`src/rtl/lds_pkg.sv`:
```
// shared types and constants for the lfsr dissolve pixel sequencer
// no dependencies; used by every module of the block by scoped names
`timescale 1ns / 1ps
`default_nettype none

package lds_pkg;

    // configuration register indexes
    localparam logic [2:0] CFG_AREA_WIDTH   = 3'd0;
    localparam logic [2:0] CFG_AREA_HEIGHT  = 3'd1;
    localparam logic [2:0] CFG_PIXEL_SCALE  = 3'd2;
    localparam logic [2:0] CFG_ROW_PITCH    = 3'd3;
    localparam logic [2:0] CFG_SOURCE_BASE  = 3'd4;
    localparam logic [2:0] CFG_DEST_BASE    = 3'd5;
    localparam logic [2:0] CFG_ABORT_ENABLE = 3'd6;

    localparam int CFG_IDX_W  = 3;
    localparam int CFG_DATA_W = 22;
    localparam int LFSR_W     = 17;
    localparam int ADDR_W     = 23;

    localparam logic [LFSR_W-1:0] LFSR_SEED = 17'd1;
    localparam logic [LFSR_W-1:0] LFSR_TAPS = 17'h12000;

    // configuration register reset values
    localparam logic [8:0]  RST_AREA_WIDTH  = 9'd319;
    localparam logic [7:0]  RST_AREA_HEIGHT = 8'd199;
    localparam logic [2:0]  RST_PIXEL_SCALE = 3'd1;
    localparam logic [10:0] RST_ROW_PITCH   = 11'd320;

    typedef struct packed {
        logic [8:0]  area_width;
        logic [7:0]  area_height;
        logic [2:0]  pixel_scale;
        logic [10:0] row_pitch;
        logic [21:0] source_base;
        logic [21:0] dest_base;
        logic        abort_enable;
    } t_lds_cfg;

    // controller states
    typedef enum logic [1:0] {
        ST_IDLE,
        ST_ROW,
        ST_BASE,
        ST_EMIT
    } t_lds_state;

    // what kind of request is being served
    typedef enum logic [1:0] {
        KIND_PIXEL,
        KIND_HIDDEN,
        KIND_ABORT,
        KIND_AFTER
    } t_lds_kind;

    // controller to datapath commands
    typedef struct packed {
        logic start;
        logic mul_row;
        logic mul_base;
        logic emit;
    } t_lds_cmd;

    // datapath to controller status
    typedef struct packed {
        logic last;
    } t_lds_status;

endpackage

`default_nettype wire

```
`src/rtl/lfsr_dissolve_pixel_sequencer_core.sv`:
```
// top level of the lfsr dissolve pixel sequencer
// depends on lds_pkg, lds_cfg_regs, lds_ctrl and lds_datapath
//
//  channel | handshake                  | payload
//  --------+----------------------------+-------------------------------------------
//  in      | i_in_valid / o_in_ready    | i_abort_request
//  out     | o_out_valid / i_out_ready  | o_source_addr o_dest_addr o_pixel_x
//          |                            | o_pixel_y o_copy_valid o_last_of_step
//          |                            | o_sequence_done o_aborted
//  cfg     | i_cfg_valid / o_cfg_ready  | i_cfg_index i_cfg_data
//
// a request gives n results (scale*scale for a visible pixel, else 1) after the two registered
// multiplies, one result per cycle from the output register while the output does not stall
// reset (synchronous, active low) loads the lfsr seed and register defaults
// a stalled output holds the block in its emit state; the next request is taken
// once the last result of the current one sits in the output register
`timescale 1ns / 1ps
`default_nettype none

module lfsr_dissolve_pixel_sequencer_core #(
    parameter int MAX_SCALE = 4
) (
    input  wire logic                           i_clk,
    input  wire logic                           i_rst_n,
    input  wire logic                           i_in_valid,
    output logic                                o_in_ready,
    input  wire logic                           i_abort_request,
    output logic                                o_out_valid,
    input  wire logic                           i_out_ready,
    output logic [lds_pkg::ADDR_W-1:0]          o_source_addr,
    output logic [lds_pkg::ADDR_W-1:0]          o_dest_addr,
    output logic [8:0]                          o_pixel_x,
    output logic [7:0]                          o_pixel_y,
    output logic                                o_copy_valid,
    output logic                                o_last_of_step,
    output logic                                o_sequence_done,
    output logic                                o_aborted,
    input  wire logic                           i_cfg_valid,
    output logic                                o_cfg_ready,
    input  wire logic [lds_pkg::CFG_IDX_W-1:0]  i_cfg_index,
    input  wire logic [lds_pkg::CFG_DATA_W-1:0] i_cfg_data
);

    lds_pkg::t_lds_cfg    cfg;
    lds_pkg::t_lds_cmd    cmd;
    lds_pkg::t_lds_status status;

    // configuration writes are always taken
    assign o_cfg_ready = 1'b1;

    lds_cfg_regs u_cfg (
        .i_clk      (i_clk),
        .i_rst_n    (i_rst_n),
        .i_wr_en    (i_cfg_valid),
        .i_wr_index (i_cfg_index),
        .i_wr_data  (i_cfg_data),
        .o_cfg      (cfg)
    );

    lds_ctrl u_ctrl (
        .i_clk       (i_clk),
        .i_rst_n     (i_rst_n),
        .i_in_valid  (i_in_valid),
        .o_in_ready  (o_in_ready),
        .o_out_valid (o_out_valid),
        .i_out_ready (i_out_ready),
        .o_cmd       (cmd),
        .i_status    (status)
    );

    lds_datapath #(
        .MAX_SCALE (MAX_SCALE)
    ) u_dp (
        .i_clk           (i_clk),
        .i_rst_n         (i_rst_n),
        .i_cfg           (cfg),
        .i_cmd           (cmd),
        .o_status        (status),
        .i_abort_request (i_abort_request),
        .o_source_addr   (o_source_addr),
        .o_dest_addr     (o_dest_addr),
        .o_pixel_x       (o_pixel_x),
        .o_pixel_y       (o_pixel_y),
        .o_copy_valid    (o_copy_valid),
        .o_last_of_step  (o_last_of_step),
        .o_sequence_done (o_sequence_done),
        .o_aborted       (o_aborted)
    );

endmodule

`default_nettype wire

```
`src/rtl/lds_cfg_regs.sv`:
```
// configuration register file of the dissolve sequencer
// depends on lds_pkg for register indexes, reset values and the config struct
`timescale 1ns / 1ps
`default_nettype none

module lds_cfg_regs (
    input  wire logic                           i_clk,
    input  wire logic                           i_rst_n,
    input  wire logic                           i_wr_en,
    input  wire logic [lds_pkg::CFG_IDX_W-1:0]  i_wr_index,
    input  wire logic [lds_pkg::CFG_DATA_W-1:0] i_wr_data,
    output lds_pkg::t_lds_cfg                   o_cfg
);

    lds_pkg::t_lds_cfg r_cfg;

    // register writes, unknown indexes ignored
    always_ff @(posedge i_clk) begin
        if (!i_rst_n) begin
            r_cfg.area_width   <= lds_pkg::RST_AREA_WIDTH;
            r_cfg.area_height  <= lds_pkg::RST_AREA_HEIGHT;
            r_cfg.pixel_scale  <= lds_pkg::RST_PIXEL_SCALE;
            r_cfg.row_pitch    <= lds_pkg::RST_ROW_PITCH;
            r_cfg.source_base  <= '0;
            r_cfg.dest_base    <= '0;
            r_cfg.abort_enable <= 1'b0;
        end else if (i_wr_en) begin
            case (i_wr_index)
                lds_pkg::CFG_AREA_WIDTH:   r_cfg.area_width   <= i_wr_data[8:0];
                lds_pkg::CFG_AREA_HEIGHT:  r_cfg.area_height  <= i_wr_data[7:0];
                lds_pkg::CFG_PIXEL_SCALE:  r_cfg.pixel_scale  <= i_wr_data[2:0];
                lds_pkg::CFG_ROW_PITCH:    r_cfg.row_pitch    <= i_wr_data[10:0];
                lds_pkg::CFG_SOURCE_BASE:  r_cfg.source_base  <= i_wr_data[21:0];
                lds_pkg::CFG_DEST_BASE:    r_cfg.dest_base    <= i_wr_data[21:0];
                lds_pkg::CFG_ABORT_ENABLE: r_cfg.abort_enable <= i_wr_data[0];
                default: ;
            endcase
        end
    end

    assign o_cfg = r_cfg;

endmodule

`default_nettype wire

```
`src/rtl/lds_ctrl.sv`:
```
// controller state machine of the dissolve sequencer: handshakes and sequencing
// depends on lds_pkg for the state type and the command and status structs
`timescale 1ns / 1ps
`default_nettype none

module lds_ctrl (
    input  wire logic                  i_clk,
    input  wire logic                  i_rst_n,
    input  wire logic                  i_in_valid,
    output logic                       o_in_ready,
    output logic                       o_out_valid,
    input  wire logic                  i_out_ready,
    output lds_pkg::t_lds_cmd          o_cmd,
    input  wire lds_pkg::t_lds_status  i_status
);

    lds_pkg::t_lds_state r_state;
    lds_pkg::t_lds_state n_state;
    logic                r_out_valid;
    logic                n_out_valid;
    logic                out_free;

    // state and output valid registers
    always_ff @(posedge i_clk) begin
        if (!i_rst_n) begin
            r_state     <= lds_pkg::ST_IDLE;
            r_out_valid <= 1'b0;
        end else begin
            r_state     <= n_state;
            r_out_valid <= n_out_valid;
        end
    end

    assign out_free = !r_out_valid || i_out_ready;

    // next state and commands
    always_comb begin
        n_state      = r_state;
        o_cmd        = '0;
        o_in_ready   = 1'b0;
        n_out_valid  = r_out_valid && !i_out_ready;
        case (r_state)
            lds_pkg::ST_IDLE: begin
                o_in_ready = 1'b1;
                if (i_in_valid) begin
                    o_cmd.start = 1'b1;
                    n_state     = lds_pkg::ST_ROW;
                end
            end
            lds_pkg::ST_ROW: begin
                o_cmd.mul_row = 1'b1;
                n_state       = lds_pkg::ST_BASE;
            end
            lds_pkg::ST_BASE: begin
                o_cmd.mul_base = 1'b1;
                n_state        = lds_pkg::ST_EMIT;
            end
            lds_pkg::ST_EMIT: begin
                if (out_free) begin
                    o_cmd.emit  = 1'b1;
                    n_out_valid = 1'b1;
                    if (i_status.last) begin
                        n_state = lds_pkg::ST_IDLE;
                    end
                end
            end
            default: n_state = lds_pkg::ST_IDLE;
        endcase
    end

    assign o_out_valid = r_out_valid;

endmodule

`default_nettype wire

```
`src/rtl/lds_datapath.sv`:
```
// datapath of the dissolve sequencer: lfsr, end flags, address arithmetic
// and the output register; depends on lds_pkg
`timescale 1ns / 1ps
`default_nettype none

module lds_datapath #(
    parameter int MAX_SCALE = 4
) (
    input  wire logic                          i_clk,
    input  wire logic                          i_rst_n,
    input  wire lds_pkg::t_lds_cfg             i_cfg,
    input  wire lds_pkg::t_lds_cmd             i_cmd,
    output lds_pkg::t_lds_status               o_status,
    input  wire logic                          i_abort_request,
    output logic [lds_pkg::ADDR_W-1:0]         o_source_addr,
    output logic [lds_pkg::ADDR_W-1:0]         o_dest_addr,
    output logic [8:0]                         o_pixel_x,
    output logic [7:0]                         o_pixel_y,
    output logic                               o_copy_valid,
    output logic                               o_last_of_step,
    output logic                               o_sequence_done,
    output logic                               o_aborted
);

    localparam int AW = lds_pkg::ADDR_W;

    // sequence state
    logic [lds_pkg::LFSR_W-1:0] r_lfsr;
    logic                       r_finished;
    logic                       r_aborted_flag;

    // per request working registers
    lds_pkg::t_lds_kind r_kind;
    logic               r_done;
    logic               r_ab_out;
    logic [8:0]         r_x;
    logic [7:0]         r_y;
    logic [18:0]        r_prod;
    logic [2:0]         r_scale;
    logic [2:0]         r_dx;
    logic [2:0]         r_dy;
    logic [AW-1:0]      r_row_start;
    logic [AW-1:0]      r_off;

    // output register
    logic [AW-1:0] r_src;
    logic [AW-1:0] r_dst;
    logic [8:0]    r_ox;
    logic [7:0]    r_oy;
    logic          r_ovalid;
    logic          r_olast;
    logic          r_odone;
    logic          r_oab;

    logic [lds_pkg::LFSR_W-1:0] n_lfsr;
    logic [8:0]                 cur_x;
    logic [7:0]                 cur_y;
    logic                       visible;
    logic [2:0]                 scale_clamped;
    logic [19:0]                lin_sum;
    logic [AW-1:0]              row_next;
    logic                       dx_end;
    logic                       dy_end;
    logic                       block_last;

    // coordinates from the current lfsr and its next value
    assign cur_x   = r_lfsr[16:8];
    assign cur_y   = r_lfsr[7:0] - 8'd1;
    assign n_lfsr  = {1'b0, r_lfsr[16:1]} ^ (r_lfsr[0] ? lds_pkg::LFSR_TAPS : '0);
    assign visible = (cur_x <= i_cfg.area_width) && (cur_y <= i_cfg.area_height);

    // scale limited to 1..MAX_SCALE
    always_comb begin
        if (i_cfg.pixel_scale == 3'd0) begin
            scale_clamped = 3'd1;
        end else if (32'(i_cfg.pixel_scale) > MAX_SCALE) begin
            scale_clamped = 3'(MAX_SCALE);
        end else begin
            scale_clamped = i_cfg.pixel_scale;
        end
    end

    assign lin_sum    = {1'b0, r_prod} + {11'd0, r_x};
    assign row_next   = r_row_start + {12'd0, i_cfg.row_pitch};
    assign dx_end     = (r_dx == r_scale - 3'd1);
    assign dy_end     = (r_dy == r_scale - 3'd1);
    assign block_last = dx_end && dy_end;

    assign o_status.last = (r_kind != lds_pkg::KIND_PIXEL) || block_last;

    // lfsr and end flags, updated when a request is taken
    always_ff @(posedge i_clk) begin
        if (!i_rst_n) begin
            r_lfsr         <= lds_pkg::LFSR_SEED;
            r_finished     <= 1'b0;
            r_aborted_flag <= 1'b0;
        end else if (i_cmd.start && !r_finished) begin
            if (i_cfg.abort_enable && i_abort_request) begin
                r_finished     <= 1'b1;
                r_aborted_flag <= 1'b1;
            end else begin
                r_lfsr <= n_lfsr;
                if (n_lfsr == lds_pkg::LFSR_SEED) begin
                    r_finished <= 1'b1;
                end
            end
        end
    end

    // request classification and address arithmetic
    always_ff @(posedge i_clk) begin
        if (i_cmd.start) begin
            r_x      <= cur_x;
            r_y      <= cur_y;
            r_done   <= (n_lfsr == lds_pkg::LFSR_SEED);
            r_ab_out <= r_aborted_flag;
            if (r_finished) begin
                r_kind <= lds_pkg::KIND_AFTER;
            end else if (i_cfg.abort_enable && i_abort_request) begin
                r_kind <= lds_pkg::KIND_ABORT;
            end else if (visible) begin
                r_kind <= lds_pkg::KIND_PIXEL;
            end else begin
                r_kind <= lds_pkg::KIND_HIDDEN;
            end
        end
        // first multiply: row index times pitch
        if (i_cmd.mul_row) begin
            r_prod  <= 19'({11'd0, r_y} * {8'd0, i_cfg.row_pitch});
            r_scale <= scale_clamped;
        end
        // second multiply: scaled linear offset of the block corner
        if (i_cmd.mul_base) begin
            r_row_start <= AW'({20'd0, r_scale} * {3'd0, lin_sum});
            r_off       <= AW'({20'd0, r_scale} * {3'd0, lin_sum});
            r_dx        <= 3'd0;
            r_dy        <= 3'd0;
        end
        // walk the block in row order
        if (i_cmd.emit && r_kind == lds_pkg::KIND_PIXEL) begin
            if (dx_end) begin
                r_dx        <= 3'd0;
                r_dy        <= r_dy + 3'd1;
                r_row_start <= row_next;
                r_off       <= row_next;
            end else begin
                r_dx  <= r_dx + 3'd1;
                r_off <= r_off + {{(AW-1){1'b0}}, 1'b1};
            end
        end
    end

    // output register load
    always_ff @(posedge i_clk) begin
        if (i_cmd.emit) begin
            case (r_kind)
                lds_pkg::KIND_PIXEL: begin
                    r_src    <= {1'b0, i_cfg.source_base} + r_off;
                    r_dst    <= {1'b0, i_cfg.dest_base} + r_off;
                    r_ox     <= r_x;
                    r_oy     <= r_y;
                    r_ovalid <= 1'b1;
                    r_olast  <= block_last;
                    r_odone  <= block_last && r_done;
                    r_oab    <= 1'b0;
                end
                lds_pkg::KIND_HIDDEN: begin
                    r_src    <= '0;
                    r_dst    <= '0;
                    r_ox     <= r_x;
                    r_oy     <= r_y;
                    r_ovalid <= 1'b0;
                    r_olast  <= 1'b1;
                    r_odone  <= r_done;
                    r_oab    <= 1'b0;
                end
                lds_pkg::KIND_ABORT: begin
                    r_src    <= '0;
                    r_dst    <= '0;
                    r_ox     <= '0;
                    r_oy     <= '0;
                    r_ovalid <= 1'b0;
                    r_olast  <= 1'b1;
                    r_odone  <= 1'b1;
                    r_oab    <= 1'b1;
                end
                default: begin
                    r_src    <= '0;
                    r_dst    <= '0;
                    r_ox     <= '0;
                    r_oy     <= '0;
                    r_ovalid <= 1'b0;
                    r_olast  <= 1'b1;
                    r_odone  <= 1'b1;
                    r_oab    <= r_ab_out;
                end
            endcase
        end
    end

    assign o_source_addr   = r_src;
    assign o_dest_addr     = r_dst;
    assign o_pixel_x       = r_ox;
    assign o_pixel_y       = r_oy;
    assign o_copy_valid    = r_ovalid;
    assign o_last_of_step  = r_olast;
    assign o_sequence_done = r_odone;
    assign o_aborted       = r_oab;

endmodule

`default_nettype wire
```
`config.mk`:
```
export PLATFORM = sky130hd
export DESIGN_NAME = lfsr_dissolve_pixel_sequencer_core
export DESIGN_NICKNAME = d
export VERILOG_FILES = /design/src/rtl/lds_pkg.sv /design/src/rtl/lfsr_dissolve_pixel_sequencer_core.sv /design/src/rtl/lds_cfg_regs.sv /design/src/rtl/lds_ctrl.sv /design/src/rtl/lds_datapath.sv
export SDC_FILE = /design/constraint.sdc
export NUM_CORES = 1
export LEC_CHECK = 0
export BUFFER_PORTS_ARGS = -buffer_cell sky130_fd_sc_hd__buf_2
export CAP_MARGIN = 10
export CORE_ASPECT_RATIO = 1.75
export CORE_UTILIZATION = 31
export CTS_CLUSTER_SIZE = 25
export DETAILED_ROUTE_END_ITERATION = 6
export GPL_ROUTABILITY_DRIVEN = 0
export PLACE_DENSITY = 0.6
export SETUP_SLACK_MARGIN = 0.2
export SLEW_MARGIN = 15
export SYNTH_ARGS = -nofsm -noshare
export SYNTH_HDL_FRONTEND = slang
export SYNTH_SLANG_ARGS = --single-unit
```
`constraint.sdc`:
```
create_clock -name i_clk -period 4.7 [get_ports i_clk]
set_input_delay 0.94 -clock i_clk [delete_from_list [all_inputs] [get_ports i_clk]]
set_output_delay 0.94 -clock i_clk [all_outputs]
set_load 0.01 [all_outputs]
```
==> results of run 1 <==
-- logic make-up (layout without fill, tap and decap cells) --
family / Yosys count / count (layout)
xor+xnor: 120 / 120
mux: 18 / 18
simple gates: 777 / 777
fa+ha+maj: 230 / 230
flops: 260 / 260
buf+inv: 244 / 428
compound gates: 429 / 429
other cells: 1 / 1
-- layout make-up --
class | instances | area (um2)
Timing Repair Buffer | 215 | 1415
Fill cell | 5909 | 36960
Tap cell | 780 | 975.9
Sequential cell | 260 | 6566
Multi-Input combinational cell | 1575 | 11780
Clock buffer | 31 | 679.4
Clock inverter | 17 | 206.4
Inverter | 165 | 619.3
-- stage by stage --
stage / utilization, % / instance area [um2] / setup WS (ns) / power (uW)
4_1_cts: 37.03 / 21920 / -0.08408 / 15950
5_1_grt: 37.58 / 22250 / -0.3201 / 17760
6_report: 37.58 / 22250 / -0.02256 / 16490
3_3_place_gp: 34.62 / 20500 / -0.2226 / 12590
2_1_floorplan: - / 18680 / 0.1794 / 9896
3_5_place_dp: 34.62 / 20500 / -0.4261 / 12810
-- synth_stat cells, types with 8 or more instances --
cell      number
a211oi_1      15
a21boi_0      79
a21o_1        34
a21oi_1       96
a31oi_1       13
and2_1        64
and3_1        28
clkbuf_1      73
dfxtp_1      124
edfxtp_1     136
fa_1          77
ha_1         153
inv_1        165
mux2i_1       18
nand2_1      380
nand2b_1      20
nand3_1       45
nand4_1       12
nor2_1       110
nor2b_1       43
nor3_1        27
o211ai_1      21
o21a_1        21
o21ai_0       89
o221ai_1       8
or3_1         12
xnor2_1       61
xor2_1        59
-- power breakdown --
part	total (uW)	leakage, uW	switching [uW]	internal [uW]
combinational	10500	0.00673	5720	4770
clock	2190	0.000417	976	1220
sequential	3820	0.00228	557	3260
-- worst max-delay path, stage by stage, from the launching register on --
cell	delay (ns)
edfxtp_1	0.40
ha_1	0.31
a21o_1	0.18
a21oi_2	0.17
o21bai_2	0.10
a2111oi_2	0.30
buf_4	0.19
o311ai_4	0.11
buf_6	0.15
nand3_4	0.09
xnor2_2	0.13
nand2_1	0.09
fa_1	0.53
inv_2	0.05
ha_4	0.26
a21oi_4	0.15
o22ai_2	0.09
or2_1	0.27
a211oi_2	0.30
o21ai_1	0.12
xor2_1	0.17
a221o_1	0.31
-- sequential cells by signal, summed over array words and instances (netlist names), 8 cells and up --
signal              flops
u_dp.o_source_addr     23
u_dp.r_x                9
u_dp.o_pixel_x          9
u_dp.o_pixel_y          8
u_dp.r_y                8
u_dp.r_off             23
u_dp.o_dest_addr       23
u_dp.r_prod            19
u_dp.r_row_start       23
u_cfg.o_cfg            76
u_dp.r_lfsr            17
-- worst paths after layout --
| check | endpoint | slack, ns | cells past startpoint |
|---|---|---|---|
| setup reg to reg | u_dp.r_off[20]$_DFFE_PP_ | -0.02 | 21 |
| setup / recovery | u_dp.r_off[20]$_DFFE_PP_ | -0.02 | 21 |
| hold reg to reg | u_dp.r_ab_out$_DFFE_PP_ | 0.46 | 0 |
| hold / removal | u_dp.r_ab_out$_DFFE_PP_ | 0.46 | 0 |
-- routing by layer --
metal | vias up | wire length (um)
met1 | 7495 | 18470
met4 | 4 | 3589
met3 | 165 | 1712
met5 | - | 26
li1 | 7440 | -
met2 | 409 | 30630
-- what timing repair did --
| action | CTS | global route |
|---|---|---|
| gates resized for setup | 75 | 57 |
| setup buffers | 23 | 8 |
| cloned | 0 | 0 |
| pin swaps | 57 | 40 |
| endpoints found under the setup margin | 27 | 32 |
-- cell usage in the layout (no fill, tap or decap), types with 12 or more instances in the layout --
cell	netlist	routed
a21boi_0	79	78
a21o_1	34	34
a21oi_1	96	78
a21oi_2	0	15
and2_1	64	58
and3_1	28	25
buf_2	3	99
buf_4	1	103
buf_6	0	13
clkbuf_16	0	26
dfxtp_1	124	124
edfxtp_1	136	136
fa_1	77	74
ha_1	153	133
ha_4	0	16
inv_1	165	158
mux2i_1	18	18
nand2_1	380	374
nand2b_1	20	20
nand3_1	45	43
nand4_1	12	12
nor2_1	110	105
nor2b_1	43	43
nor3_1	27	25
o211ai_1	21	21
o21a_1	21	21
o21ai_0	89	77
xnor2_1	61	57
xor2_1	59	55
==> results.cfg, run 1 <==
[synthesis]
synth_top_family_by_area = simple AND/OR/NAND/NOR gates
synth_edf_count = 136
yosys.area_share.simple_pct = 19.25
synth.net_count = 2340
ys_seq_elements = 260
synth_top_area_share_pct = 21.93
synth.mux.area_fraction_pct = 0.9673
synth-compound-area-share_pct = 15.36
yosysWarnings = 0
synth_area_leaders = edfxtp_1, dfxtp_1, ha_1, fa_1, nand2_1
netlist_area_mm2 = 0.01863
synth.avg_cell_area_um2 = 8.959
syn_inst = 2079
synthFlopType = edfxtp_1
synth_cell_types = 68
synth_xor_area_share_pct = 5.643
synthArstFlopShare_pct = 0
yosysTopAreaCell = edfxtp_1
synthAdderAreaFrac_pct = 18.55
seq_area_frac_synth_pct = 35.25

[clock_network]
cts_buffers = 26
root_buffer = clkbuf_16
clk_pin_slew_worst_paths_ns = 0.07
cts_buffer_depth = 3
htree_num_levels = 1
cts_tree = yes
clock_sinks = 260
holdBufCountCts = 0
insertion_delay_ns = 0.59

[setup_path]
cp-end-kind = flop
worstSetupPathType = flop to flop
cp.required_ns = 5.02
crit_path_start = u_dp.r_x[1]$_DFFE_PP_
crit_fanout = 5
cp_data_arrival_time_ns = 5.05
critPathLaunchType = flop
rr_startpoint = u_dp.r_x[1]$_DFFE_PP_

[placed_design]
placed_cells = 2964
place_hpwl_um = 42970
port_buffers = 99

[floorplanning]
num_io_pins = 101
die-height_um = 326.3
num_rows = 118
start_util_pct = 31.46
die_width_um = 187.3
fp.dieArea_mm2 = 0.06111
fp.coreArea_mm2 = 0.05920

[timing]
worstMarginPinSlew_ns = 1.147
fin_skew_ns = 0.02228
layout_min_cycle_time_ns = 4.723
slew_headroom_pct = 23.51
fmax_ghz = 0.2117
hold_viol = 0
period_share_pct = 100.5
timing.setup.tns_ns = -0.02256
fin_hold_ws_ns = 0.4551
setup_viol = 1
rsz0062_at_grt = yes
drv_slew = 0
fin_ws_ns = -0.02256

[global_route]
grtUsageMet1_pct = 16.35
grt_first_pass_wirelength_um = 84990
grt_remaining_overflow = 0
grt_max_degree = 68
busiest_layer = met2
grt_pass1_vias = 16098
use_met2_pct = 36.27
grt_usage_pct = 17.72
met3_usage_pct = 1.644
antenna_found_initial = 2

[power_and_ir_drop]
cellPowerDensity_mw_per_mm2 = 741.4
p_leak_uw = 0.009425
vdd_drop_max_mv = 0.6076

[detailed_routing]
routed_wl_um = 54420
drt_iter0_drc = 680
drt-pass1-iter-count = 5
wl_per_cell_um = 17.88
drcViolationCount = 0
ant_nets = 0
vias = 15513
viasPerCell = 5.098

[status]
violations = setup timing
status = finished, violations left

[layout]
synthToLayoutAreaGrowth_pct = 19.43
drive_gt1_share_pct = 16.57
diodes = 0
final_cells = 3043
fin_nets = 2504

[worst_hold_path]
hold_class = flop to flop
min_from = u_dp.r_aborted_flag$_SDFFE_PN0P_

[flow_run]
max_cap_violations = 0
No activity file was read; power rests on OpenSTA's default activity.
==> inputs of run 2 (changes only) <==
--- a/config.mk
+++ b/config.mk
@@ -13,8 +13,8 @@
 export DETAILED_ROUTE_END_ITERATION = 6
 export GPL_ROUTABILITY_DRIVEN = 0
 export PLACE_DENSITY = 0.6
-export SETUP_SLACK_MARGIN = 0.2
 export SLEW_MARGIN = 15
 export SYNTH_ARGS = -nofsm -noshare
 export SYNTH_HDL_FRONTEND = slang
+export SYNTH_HIERARCHICAL = 1
 export SYNTH_SLANG_ARGS = --single-unit
==> run 2 against run 1 <==
The flow still finishes with violations (setup timing). Synthesized cell count fell by 2.9%. Area after synthesis up 0.70%. Largest cell class unchanged. Clock skew is 0.00088 ns higher.
==> results.cfg, run 2 <==
[worst_hold_path]
hold_class = flop to flop
hold_depth = 0
min_from = u_dp/r_aborted_flag$_SDFFE_PN0P_

[timing]
setup_viol = 10
hold_viol = 0
timing.setup.tns_ns = -1.634
worstMarginPinSlew_ns = 0.9077
rsz0062_at_grt = yes
fin_hold_ws_ns = 0.4495
fin_skew_ns = 0.02316
fmax_ghz = 0.1996
fin_ws_ns = -0.3097
layout_min_cycle_time_ns = 5.010
slew_headroom_pct = 39.49
period_share_pct = 106.6
drv_slew = 0

[synthesis]
netlist_area_mm2 = 0.01876
synthArstFlopShare_pct = 0
synth_top_area_share_pct = 21.77
synth_cell_types = 86
synth_area_leaders = edfxtp_1, dfxtp_1, ha_1, fa_1, nand2_1
yosysTopAreaCell = edfxtp_1
yosysWarnings = 6
ys_seq_elements = 260
synth.avg_cell_area_um2 = 9.290
yosysMostFrequentCell = nand2_1
syn_inst = 2019
synth_edf_count = 136
seq_area_frac_synth_pct = 35.01
synthFlopType = edfxtp_1
synth.net_count = 2280
yosys-top-cells-count = nand2_1, inv_1, ha_1

[placed_design]
placed_cells = 2964
port_buffers = 99
place_hpwl_um = 40990

[setup_path]
critPathMaxStageDelay_ns = 0.52
r2r_setup_slack_ns = -0.31
worst_path_most_repeated_cell = a21o_1
rr_startpoint = u_dp/r_x[1]$_DFFE_PP_
crit_family = compound AO/OA/AOI/OAI gates
cpMaxStageDelayCell = fa_1
worstSetupPathType = flop to flop
cp_data_arrival_time_ns = 5.29
cp.required_ns = 4.98
cp-end-kind = flop
crit_path_start = u_dp/r_x[1]$_DFFE_PP_
critical_path_cell_count = 20
cp.buffers_inverters = 1
crit_chain = ha_1 -> a21o_1 -> a21oi_2 -> o21bai_2 -> a2111oi_4 -> o311ai_4 -> or3b_4 -> xnor2_2 -> nand2_1 -> fa_1 -> inv_2 -> ha_4 -> a21o_1 -> a2111oi_4 -> or3b_4 -> a41o_1 -> a41o_1 -> a21o_1 -> xnor2_2 -> o221ai_2
critPathLaunchType = flop
crit_fanout = 4
reg2regPathDepth = 20

[global_route]
grt_first_pass_wirelength_um = 82710
grt_remaining_overflow = 0
grt_max_degree = 87
grt_pass1_vias = 16012
grt_usage_pct = 16.87
antenna_found_initial = 0

[clock_network]
holdBufCountCts = 0
insertion_delay_ns = 0.57
clk_pin_slew_worst_paths_ns = 0.07
cts_tree = yes
htree_num_levels = 1
root_buffer = clkbuf_16
cts_buffers = 25
cts_buffer_depth = 3
clock_sinks = 260

[floorplanning]
fp.coreArea_mm2 = 0.06000
fp.dieArea_mm2 = 0.06153
start_util_pct = 31.26
die-height_um = 327.4
die_width_um = 187.9
num_io_pins = 101
num_rows = 119

[detailed_routing]
viasPerCell = 5.005
drt_iter0_drc = 720
vias = 15199
drt-pass1-iter-count = 5
drcViolationCount = 0
routed_wl_um = 52180
ant_nets = 0
wl_per_cell_um = 17.18

[layout]
synthToLayoutAreaGrowth_pct = 20.15
drive_gt1_share_pct = 18.17
num-fill-cells = 5954
diodes = 0
final_common_cell = nand2_1
final_util_pct = 37.56
layout_common_cells = nand2_1, inv_1, buf_4
largest_register_ffs = 76
final_cells = 3037
fin_nets = 2493

[power_and_ir_drop]
p_total_uw = 15940
vdd_drop_max_mv = 0.4031
p_leak_uw = 0.009950
cellPowerDensity_mw_per_mm2 = 707.1

[status]
violations = setup timing
status = finished, violations left

[flow_run]
max_cap_violations = 0
-- run 2: cell types whose count changed after synthesis, moves of 15 or more --
cell      before  now
and3_1        28   12
clkbuf_1      73   58
nand2_1      380  304
o21ai_1        1   30
mux2i_1       18   87
nor2b_1       43   59
o21ai_0       89   56
a21boi_0      79   17
-- run 2: per-layer routing --
metal	track usage, %	vias up	share of wire [%]
met5	0	-	0
met4	9.367	0	5.4
met3	1.307	125	2.6
met2	34.41	311	57
met1	16.28	7390	35
li1	-	7373	-
-- run 2: through the flow --
stage          worst slack, ns  instance area (um2)
2_1_floorplan          -0.1739                18850
3_3_place_gp           -0.4897                21010
5_1_grt                -0.5235                22540
6_report               -0.3097                22540
4_1_cts                -0.3623                22180
3_5_place_dp           -0.5080                21010
-- run 2: cell families (layout without fill, tap and decap cells) --
group,count (synthesis),in the layout,synth area share (%)
AND/OR/NAND/NOR,699,699,17.77
AO/OA/AOI/OAI,379,379,13.15
flip-flops,260,260,35.01
buffers and inverters,235,467,4.956
adder cells (fa/ha/maj),230,230,18.42
XOR/XNOR,127,127,5.970
multiplexers,88,88,4.703
other,1,1,0.01999
-- run 2: path summary, 6_finish.rpt --
| path | to |
|---|---|
| setup / recovery | u_dp/r_off[20]$_DFFE_PP_ |
| hold / removal | u_dp/r_ab_out$_DFFE_PP_ |
| setup reg to reg | u_dp/r_off[20]$_DFFE_PP_ |
| hold reg to reg | u_dp/r_ab_out$_DFFE_PP_ |
-- run 2: cell type report --
type                            instances  area (um2)  share of cell area, %
Sequential cell                       260        6568                  29.14
Clock inverter                         12       76.32                 0.3387
Multi-Input combinational cell       1524       11880                  52.73
Tap cell                              786       983.4                  4.364
Inverter                              164       615.6                  2.732
Clock buffer                           34       683.2                  3.031
Timing Repair Buffer                  257        1725                  7.656
-- run 2: timing repair --
| action | 4_1_cts | 5_1_grt |
|---|---|---|
| buffers inserted | 22 | 11 |
| setup endpoints to repair | 24 | 30 |
| pin swaps | 60 | 76 |
| hold endpoints to repair | 0 | 0 |
| gates resized for setup | 48 | 68 |
-- run 2: power by group --
part	total, uW	switching [uW]	internal, uW
clock network	1950	923	1030
registers	3700	491	3210
logic	10300	5440	4840
total	15900	6860	9080
==> inputs of run 3 (changes only) <==
--- a/config.mk
+++ b/config.mk
@@ -8,11 +8,12 @@
 export BUFFER_PORTS_ARGS = -buffer_cell sky130_fd_sc_hd__buf_2
 export CAP_MARGIN = 10
 export CORE_ASPECT_RATIO = 1.75
-export CORE_UTILIZATION = 31
+export CORE_UTILIZATION = 40
 export CTS_CLUSTER_SIZE = 25
 export DETAILED_ROUTE_END_ITERATION = 6
 export GPL_ROUTABILITY_DRIVEN = 0
-export PLACE_DENSITY = 0.6
+export HOLD_SLACK_MARGIN = 0.15
+export PLACE_DENSITY = 0.7
 export SLEW_MARGIN = 15
 export SYNTH_ARGS = -nofsm -noshare
 export SYNTH_HDL_FRONTEND = slang
==> run 3 against run 2 <==
The flow finishes with violations (DRC, setup timing). Global-route usage rose by 3.7 points. Setup slack improved by 0.044 ns. Critical path depth unchanged. Clock-buffer cell count is 7 higher. Die area is 22% lower. Total power up 3.1%. Utilization is 11 points higher. Non-clock buffer count decreased by 9. Maximum frequency increased by 0.89%. Combinational power barely moved. Sequential share of layout area is 0.27 points higher. Critical endpoint unchanged.
==> results.cfg, run 3 (synthesis gave the netlist of run 2 again) <==
[status]
status = finished, violations left
violations = DRC, setup timing

[floorplanning]
num_io_pins = 101
num_rows = 104
die-height_um = 288.5
die_width_um = 165.7
fp.dieArea_mm2 = 0.04779
start_util_pct = 40.60
fp.coreArea_mm2 = 0.04619

[timing]
drv_slew = 0
slew_headroom_pct = 38.62
hold_viol = 0
rsz0062_at_grt = yes
fin_skew_ns = 0.03379
layout_min_cycle_time_ns = 4.966
period_share_pct = 105.7
fmax_ghz = 0.2014
fin_ws_ns = -0.2656
worstMarginPinSlew_ns = 0.9207
setup_viol = 11
timing.setup.tns_ns = -1.889

[clock_network]
insertion_delay_ns = 0.59
cts_buffer_depth = 3
htree_num_levels = 1
holdBufCountCts = 0
cts_tree = yes
root_buffer = clkbuf_16
cts_buffers = 28
clk_pin_slew_worst_paths_ns = 0.07
clock_sinks = 260

[setup_path]
critPathMaxStageDelay_ns = 0.53
worstSetupPathType = flop to flop
critPathLaunchType = flop
r2r_setup_slack_ns = -0.27
crit_fanout = 4
cpMaxStageDelayCell = fa_1
worst_path_most_repeated_cell = a21o_1
r2r-end = u_dp/r_off[20]$_DFFE_PP_
crit_family = compound AO/OA/AOI/OAI gates
crit_chain = ha_1 -> a21o_1 -> a21oi_2 -> o21bai_2 -> a2111oi_4 -> o311ai_4 -> or3b_4 -> xnor2_2 -> nand2_1 -> fa_1 -> inv_2 -> ha_4 -> a21o_1 -> a2111oi_4 -> or3b_4 -> a41o_1 -> a41o_1 -> a21o_1 -> xnor2_2 -> o221ai_2
rr_startpoint = u_dp/r_prod[1]$_DFFE_PP_
reg2regPathDepth = 20
cp-end-kind = flop
cp.required_ns = 5.00
cp_data_arrival_time_ns = 5.27
cp.buffers_inverters = 1

[layout]
diodes = 0
synthToLayoutAreaGrowth_pct = 19.11
final_common_cell = nand2_1
num-fill-cells = 4172
stdcell_area_mm2 = 0.02234
layout_common_cells = nand2_1, inv_1, ha_1
fin_nets = 2487
drive_gt1_share_pct = 17.66
largest_register_ffs = 76

[detailed_routing]
drt_iter0_drc = 847
drt-pass1-iter-count = 7
drcViolationCount = 24
routed_wl_um = 49600
ant_nets = 0
viasPerCell = 5.415
wl_per_cell_um = 17.52
vias = 15329

[placed_design]
placed_area_mm2 = 0.02072
port_buffers = 99
dp_worst_setup_slack_ns = -0.3926
place_hpwl_um = 37900

[flow_run]
max_cap_violations = 0

[power_and_ir_drop]
cellPowerDensity_mw_per_mm2 = 735.4
vdd_drop_max_mv = 0.5764
p_leak_uw = 0.009960

[worst_hold_path]
hold_end = u_dp/r_ab_out$_DFFE_PP_
hold_class = flop to flop
min_from = u_dp/r_aborted_flag$_SDFFE_PN0P_
hold_depth = 0

[global_route]
grt_usage_pct = 20.61
grt_max_degree = 65
grt_pass1_vias = 16059
grt_remaining_overflow = 0
antenna_found_initial = 0
grt_first_pass_wirelength_um = 79840
[run 3: layer usage]
layer / vias to the layer above / wire length [um] / GRT usage, %
li1: 7370 / - / -
met1: 7467 / 18230 / 20.31
met2: 341 / 27370 / 41.88
met3: 151 / 1425 / 1.973
met4: 0 / 2571 / 11.14
met5: - / 0 / 0
[run 3: repair_timing]
item                                    in CTS  in global routing
resized for setup                           47                 57
endpoints found under the setup margin      21                 27
buffers inserted                            21                  6
pin swaps                                   70                 42
[run 3: report_power, final]
group,total (uW),internal [uW],switching (uW)
combinational,10500,4880,5610
sequential,3680,3210,471
clock,2250,1260,988
total,16400,9360,7070
[run 3: how the worst max path moves through the flow]
| stage | endpoint | slack (ns) | startpoint | cells past startpoint |
|---|---|---|---|---|
| 2_1_floorplan | u_dp/r_off[20]$_DFFE_PP_ | -0.17 | u_dp/r_x[1]$_DFFE_PP_ | 20 |
| 3_3_place_gp | u_dp/r_off[20]$_DFFE_PP_ | -0.33 | u_dp/r_prod[1]$_DFFE_PP_ | 20 |
| 3_5_place_dp | u_dp/r_off[20]$_DFFE_PP_ | -0.39 | u_dp/r_prod[1]$_DFFE_PP_ | 20 |
| 4_1_cts | u_dp/r_off[20]$_DFFE_PP_ | -0.29 | u_dp/r_prod[1]$_DFFE_PP_ | 20 |
| 5_1_grt | u_dp/r_off[22]$_DFFE_PP_ | -0.47 | u_dp/r_prod[1]$_DFFE_PP_ | 21 |
| 6_report | u_dp/r_off[20]$_DFFE_PP_ | -0.27 | u_dp/r_prod[1]$_DFFE_PP_ | 20 |
[run 3: through the flow]
stage,std cells,hold slack (ns),utilization [%],total power (uW)
6_report,2831,0.4396,48.36,16430
4_1_cts,2827,0.4482,47.69,15480
2_1_floorplan,2019,0.4090,-,9726
3_5_place_dp,2754,0.4318,44.85,12740
5_1_grt,2831,0.4704,48.36,17570
3_3_place_gp,2754,0.4161,44.85,12480
[run 3: area by class of cell]
class | count | area [um2] | area share [%]
Timing Repair Buffer | 248 | 1683 | 7.532
Inverter | 164 | 615.6 | 2.755
Clock buffer | 41 | 842.1 | 3.769
Multi-Input combinational cell | 1524 | 11800 | 52.82
Clock inverter | 11 | 100.1 | 0.4480
Tap cell | 583 | 729.5 | 3.265
Sequential cell | 260 | 6571 | 29.41
